--- config.mk ---
export PLATFORM = sky130hd
export DESIGN_NAME = mdlh_bin
export DESIGN_NICKNAME = d
export VERILOG_FILES = /design/src/rtl/core/mdlh_pkg.sv /design/src/rtl/core/mdlh_bin.sv
export SDC_FILE = /design/constraint.sdc
export NUM_CORES = 1
export LEC_CHECK = 0
export BUFFER_PORTS_ARGS = -buffer_cell sky130_fd_sc_hd__clkbuf_2
export CAP_MARGIN = 20
export CELL_PAD_IN_SITES_DETAIL_PLACEMENT = 1
export CELL_PAD_IN_SITES_GLOBAL_PLACEMENT = 1
export CORE_MARGIN = 10
export CORE_UTILIZATION = 34
export DETAILED_ROUTE_END_ITERATION = 10
export PLACE_DENSITY = 0.92
export SYNTH_ARGS = -nofsm -noshare
export SYNTH_HDL_FRONTEND = slang
export SYNTH_SLANG_ARGS = --single-unit
--- constraint.sdc ---
create_clock -name vclk -period 8.6
set_input_delay 1.72 -clock vclk [all_inputs]
set_output_delay 1.72 -clock vclk [all_outputs]
set_load 0.005 [all_outputs]
--- src/rtl/core/mdlh_pkg.sv ---
package mdlh_pkg;

  localparam int DIST_BINS      = 2048;
  localparam int LEN_BINS       = 2048;
  localparam int NUM_DIST_SEG   = 6;
  localparam int NUM_LEN_SEG    = 3;
  localparam int NUM_DIST_EDGE  = NUM_DIST_SEG - 1;
  localparam int NUM_LEN_EDGE   = NUM_LEN_SEG - 1;
  localparam int LEN_FINE_DEPTH = LEN_BINS + 2;
  localparam int KB_SHIFT       = 10;

  localparam int CNT_W       = 32;
  localparam int DIST_EDGE_W = 23;
  localparam int LEN_EDGE_W  = 18;
  localparam int DIST_SEG_W  = $clog2(NUM_DIST_SEG);

  localparam int OP_W     = 2;
  localparam int OFFSET_W = 32;
  localparam int LEN_W    = 18;
  localparam int TABLE_W  = 3;
  localparam int INDEX_W  = 12;

  localparam int S_TDATA_RAW_W = OFFSET_W + LEN_W + TABLE_W + INDEX_W;
  localparam int S_TDATA_W     = ((S_TDATA_RAW_W + 7) / 8) * 8;
  localparam int M_TDATA_W     = CNT_W;

  localparam int CFG_INDEX_W = 3;
  localparam int CFG_DATA_W  = DIST_EDGE_W;

  // Counter memory layout
  localparam int DIST_FINE_BASE = 0;
  localparam int DIST_SEG_BASE  = DIST_FINE_BASE + DIST_BINS;
  localparam int LEN_FINE_BASE  = DIST_SEG_BASE + NUM_DIST_SEG;
  localparam int LEN_SEG_BASE   = LEN_FINE_BASE + LEN_FINE_DEPTH;
  localparam int SEQ_BASE       = LEN_SEG_BASE + NUM_LEN_SEG;
  localparam int MEM_DEPTH      = SEQ_BASE + 1;
  localparam int ADDR_W         = $clog2(MEM_DEPTH);
  localparam int MAX_UPD        = 3;

  localparam logic [OP_W-1:0] OP_DIST = 2'd0;
  localparam logic [OP_W-1:0] OP_LEN  = 2'd1;
  localparam logic [OP_W-1:0] OP_READ = 2'd2;

  localparam logic [TABLE_W-1:0] TBL_DIST_FINE = 3'd0;
  localparam logic [TABLE_W-1:0] TBL_DIST_SEG  = 3'd1;
  localparam logic [TABLE_W-1:0] TBL_LEN_FINE  = 3'd2;
  localparam logic [TABLE_W-1:0] TBL_LEN_SEG   = 3'd3;
  localparam logic [TABLE_W-1:0] TBL_SEQ       = 3'd4;

  localparam logic [CFG_INDEX_W-1:0] CFG_DIST_EDGE_0 = 3'd0;
  localparam logic [CFG_INDEX_W-1:0] CFG_DIST_EDGE_1 = 3'd1;
  localparam logic [CFG_INDEX_W-1:0] CFG_DIST_EDGE_2 = 3'd2;
  localparam logic [CFG_INDEX_W-1:0] CFG_DIST_EDGE_3 = 3'd3;
  localparam logic [CFG_INDEX_W-1:0] CFG_DIST_EDGE_4 = 3'd4;
  localparam logic [CFG_INDEX_W-1:0] CFG_LEN_EDGE_0  = 3'd5;
  localparam logic [CFG_INDEX_W-1:0] CFG_LEN_EDGE_1  = 3'd6;

  typedef logic [NUM_DIST_EDGE-1:0][DIST_EDGE_W-1:0] dist_edges_t;
  typedef logic [NUM_LEN_EDGE-1:0][LEN_EDGE_W-1:0]   len_edges_t;

  localparam dist_edges_t DIST_EDGE_RESET = {23'd1024, 23'd512, 23'd64, 23'd32, 23'd1};
  localparam len_edges_t  LEN_EDGE_RESET  = {18'd32, 18'd16};

  typedef struct packed {
    logic [OP_W-1:0]     operation;
    logic [OFFSET_W-1:0] offset;
    logic [LEN_W-1:0]    match_length;
    logic [TABLE_W-1:0]  read_table;
    logic [INDEX_W-1:0]  read_index;
  } item_t;

  typedef struct packed {
    logic [1:0]                     count;
    logic [MAX_UPD-1:0][ADDR_W-1:0] addr;
    logic                           is_read;
  } plan_t;

  function automatic logic [CNT_W-1:0] sat_inc(input logic [CNT_W-1:0] c);
    logic [CNT_W-1:0] r;
    r = (c == {CNT_W{1'b1}}) ? c : c + {{(CNT_W-1){1'b0}}, 1'b1};
    return r;
  endfunction

endpackage

--- src/rtl/core/mdlh_bin.sv ---
module mdlh_bin (
  input  mdlh_pkg::item_t     item,
  input  mdlh_pkg::dist_edges_t dist_edge,
  input  mdlh_pkg::len_edges_t  len_edge,
  output mdlh_pkg::plan_t     plan
);

  logic [mdlh_pkg::OFFSET_W-1:0]    kb;
  logic [mdlh_pkg::DIST_EDGE_W-1:0] kb_cmp;
  logic [mdlh_pkg::DIST_SEG_W-1:0]  dseg;
  logic [1:0]                       lseg;
  logic [mdlh_pkg::ADDR_W-1:0]      lfine;
  logic [mdlh_pkg::INDEX_W-1:0]     idx;
  logic                             rd_ok;
  logic [mdlh_pkg::ADDR_W-1:0]      rd_addr;

  assign kb     = item.offset >> mdlh_pkg::KB_SHIFT;
  assign kb_cmp = mdlh_pkg::DIST_EDGE_W'(kb);
  assign idx    = item.read_index;

  // first matching edge wins
  always_comb begin
    dseg = mdlh_pkg::DIST_SEG_W'(mdlh_pkg::NUM_DIST_EDGE);
    for (int i = mdlh_pkg::NUM_DIST_EDGE - 1; i >= 0; i--) begin
      if (kb_cmp < dist_edge[i]) begin
        dseg = mdlh_pkg::DIST_SEG_W'(i);
      end
    end
  end

  always_comb begin
    if (item.match_length <= len_edge[0]) begin
      lseg = 2'd0;
    end else if (item.match_length <= len_edge[1]) begin
      lseg = 2'd1;
    end else begin
      lseg = 2'd2;
    end
    if (32'(item.match_length) <= 32'(mdlh_pkg::LEN_BINS)) begin
      lfine = mdlh_pkg::ADDR_W'(item.match_length);
    end else begin
      lfine = mdlh_pkg::ADDR_W'(mdlh_pkg::LEN_BINS + 1);
    end
  end

  always_comb begin
    rd_ok   = 1'b0;
    rd_addr = '0;
    case (item.read_table)
      mdlh_pkg::TBL_DIST_FINE: begin
        if (32'(idx) < 32'(mdlh_pkg::DIST_BINS)) begin
          rd_ok   = 1'b1;
          rd_addr = mdlh_pkg::ADDR_W'(mdlh_pkg::DIST_FINE_BASE) + mdlh_pkg::ADDR_W'(idx);
        end
      end
      mdlh_pkg::TBL_DIST_SEG: begin
        if (32'(idx) < 32'(mdlh_pkg::NUM_DIST_SEG)) begin
          rd_ok   = 1'b1;
          rd_addr = mdlh_pkg::ADDR_W'(mdlh_pkg::DIST_SEG_BASE) + mdlh_pkg::ADDR_W'(idx);
        end
      end
      mdlh_pkg::TBL_LEN_FINE: begin
        if (32'(idx) < 32'(mdlh_pkg::LEN_FINE_DEPTH)) begin
          rd_ok   = 1'b1;
          rd_addr = mdlh_pkg::ADDR_W'(mdlh_pkg::LEN_FINE_BASE) + mdlh_pkg::ADDR_W'(idx);
        end
      end
      mdlh_pkg::TBL_LEN_SEG: begin
        if (32'(idx) < 32'(mdlh_pkg::NUM_LEN_SEG)) begin
          rd_ok   = 1'b1;
          rd_addr = mdlh_pkg::ADDR_W'(mdlh_pkg::LEN_SEG_BASE) + mdlh_pkg::ADDR_W'(idx);
        end
      end
      mdlh_pkg::TBL_SEQ: begin
        if (idx == '0) begin
          rd_ok   = 1'b1;
          rd_addr = mdlh_pkg::ADDR_W'(mdlh_pkg::SEQ_BASE);
        end
      end
      default: begin
        rd_ok = 1'b0;
      end
    endcase
  end

  always_comb begin
    plan = '0;
    case (item.operation)
      mdlh_pkg::OP_DIST: begin
        plan.addr[0] = mdlh_pkg::ADDR_W'(mdlh_pkg::DIST_SEG_BASE) + mdlh_pkg::ADDR_W'(dseg);
        plan.addr[1] = mdlh_pkg::ADDR_W'(mdlh_pkg::DIST_FINE_BASE) + mdlh_pkg::ADDR_W'(kb);
        plan.count   = (kb < 32'(mdlh_pkg::DIST_BINS)) ? 2'd2 : 2'd1;
      end
      mdlh_pkg::OP_LEN: begin
        plan.addr[0] = mdlh_pkg::ADDR_W'(mdlh_pkg::SEQ_BASE);
        plan.addr[1] = mdlh_pkg::ADDR_W'(mdlh_pkg::LEN_FINE_BASE) + lfine;
        plan.addr[2] = mdlh_pkg::ADDR_W'(mdlh_pkg::LEN_SEG_BASE) + mdlh_pkg::ADDR_W'(lseg);
        plan.count   = 2'd3;
      end
      mdlh_pkg::OP_READ: begin
        plan.is_read = 1'b1;
        plan.addr[0] = rd_addr;
        plan.count   = rd_ok ? 2'd1 : 2'd0;
      end
      default: begin
        plan.count = 2'd0;
      end
    endcase
  end

endmodule

==> reports/summary.txt <==
Pwr per Cell Area: 43.1 nW/um^2
Largest net degree at the start of global routing: 26
# diodes: 0
Final nets: 1301
Via count: 5982
Vias per Instance: 5.36
Normalized max-slew margin: 0.466
Max-Cap Viols: 0
Critical path depth in cells: 13
Tmin final: 6.18 ns
Worst hold path class: primary input to output port
Mapped Area: 4840 sq um
Synth top area cells: ha_1 (37%), inv_1 (12%), a21oi_1 (5.9%)
Violation count after the first detailed-route iteration: 187
Critical Path Source: item[29]
Vias in the first global route: 6547
Routed WL: 20400 um
Wire length per cell: 18.3 um
Critical Path AT: 4.46 ns
Synthesized instance count: 706
DRC: 0
Leak: 3.71 nW
Final setup viols: 0
Die footprint: 19400 sq um
Hold buffer count at cts: 0
Setup crit end: plan[23]
Yosys warning count: 0
Slew Limit Fails: 0
Gr ovfl total: 0
CP Capture Type: output port
Hold Slack: 3.78 ns
Sequential share of the synthesized area: 0
Crit-path cells: clkbuf_2 -> or4_1 -> a2111oi_2 -> buf_4 -> nand2_1 -> ha_1 -> nor2_1 -> nand3_1 -> nor2_1 -> xnor2_1 -> nand3_1 -> a21oi_1 -> clkbuf_2
F_max: 0.162 GHz
Hold depth: 3
Synth Area per Inst: 6.86 sq um
First drt pass iteration count: 4
I/O Pins: 260
Leading area contributor after synthesis: ha_1
GP Congestion: 0.848
Clock buffer count: 0
RSZ-0062 raised after global routing: false
WP data required: 6.88 ns
Buffers on Ports: 241
CP startpoint kind: primary input
CP delay by family, top: simple AND/OR/NAND/NOR gates
Worst setup path category: primary input to output port
Delay of the slowest critical-path stage: 0.60 ns
Status: finished, final reports clean
Starting Density: 0.348
Register Area: 0 sq um
Post-CTS Resized: 0
Die height: 139 um
Final ANT Viol Nets: 0
Synth unique cells: 65
Core area: 13900 sq um
Most frequent cells after synthesis: inv_1 (152), ha_1 (144), a21oi_1 (57)
Post-CTS Setup Repair Bufs: 0
Final period utilization: 0.718
All-Layer GR Usage: 0.198
Most common cell in the synthesized netlist: inv_1
DPL Wire Length: 18800 um
Share of layout cells above drive strength 1: 0.275
Setup TNS: 0 ns
Area delta synth->final: 27.3%
Initial antenna violation count: 0
Row count: 43
Bufs and invs on worst path: 3
First-pass GRT wire length: 32600 um
Worst IR drop on VDD: 0.0189 mV
Die width: 139 um
Sequential cell count: 0
Top cell type's share of synthesized area: 0.372
Critical path fanouts, max: 14
Overall Power: 0.000265 W
Worst slew pin tran: 0.801 ns
Cell at the slowest stage of the critical path: or4_1
Final hold vios: 0
==> worst min path at each step <==
stage | slack, ns | from | endpoint
floorplan | 3.49 | item[66] | plan[30]
global placement | 3.78 | item[6] | plan[7]
detailed placement | 3.79 | item[6] | plan[7]
CTS | 3.78 | item[6] | plan[7]
global route | 3.82 | item[6] | plan[7]
finish | 3.78 | item[6] | plan[7]
==> where the power goes <==
group          internal [W]  total [W]  switching [W]
clock                     0          0              0
sequential                0          0              0
combinational      0.000119   0.000265       0.000147
total              0.000119   0.000265       0.000147
==> layer usage <==
layer  part of all wire  GRT usage  up-vias  routed length, um
li1                   -          -     2946                  -
met1               0.41      0.222     2794               8390
met2               0.49      0.366      212              10100
met3              0.075     0.0500       30               1530
met4              0.021     0.0390        0                425
met5                  0          0        -                  0
==> through the flow <==
step / setup slack, ns / cell area, sq um / util / cells
after floorplan: 2.76 / 4870 / - / 714
after global placement: 2.49 / 6170 / 0.442 / 1117
after detailed placement: 2.42 / 6170 / 0.442 / 1117
after CTS: 2.41 / 6170 / 0.442 / 1117
after global routing: 2.21 / 6170 / 0.442 / 1117
final: 2.42 / 6170 / 0.442 / 1117
==> cells in the final DEF, fill, tap and decap left out, types with 5 or more instances in the layout <==
cell type / n
a21oi_1: 57
o22ai_1: 7
o21ai_0: 17
a31oi_1: 6
and3_1: 6
conb_1: 9
nor3_1: 12
nor2b_1: 9
nand3_1: 29
o21a_1: 9
clkbuf_2: 241
nand2b_1: 5
xnor2_1: 7
nor2_1: 52
o211ai_1: 7
ha_1: 144
a21o_1: 20
nor4_1: 5
nand4_1: 21
a211oi_1: 16
inv_1: 152
nand2_1: 48
==> area by class of cell <==
type / instances / area [sq um]
inverter: 152 / 571
multi-input combinational: 543 / 4160
fill: 1915 / 7770
tap: 180 / 225
timing repair buffer: 242 / 1210
==> worst min-delay path, stage by stage <==
cell and delay (ns):
clkbuf_2 0.14, a211oi_1 0.08, clkbuf_2 0.11
==> cell families (layout without fill, tap and decap cells) <==
logic type | after synthesis | after routing | share of synthesized area
other | 1 | 9 | 0.000774
adder cells (fa/ha/maj) | 144 | 144 | 0.372
XOR/XNOR | 10 | 10 | 0.0181
AND/OR/NAND/NOR | 208 | 208 | 0.221
AO/OA/AOI/OAI | 171 | 171 | 0.238
multiplexers | 1 | 1 | 0.00207
buffers and inverters | 171 | 394 | 0.148
(Power assumes the default switching activity.)
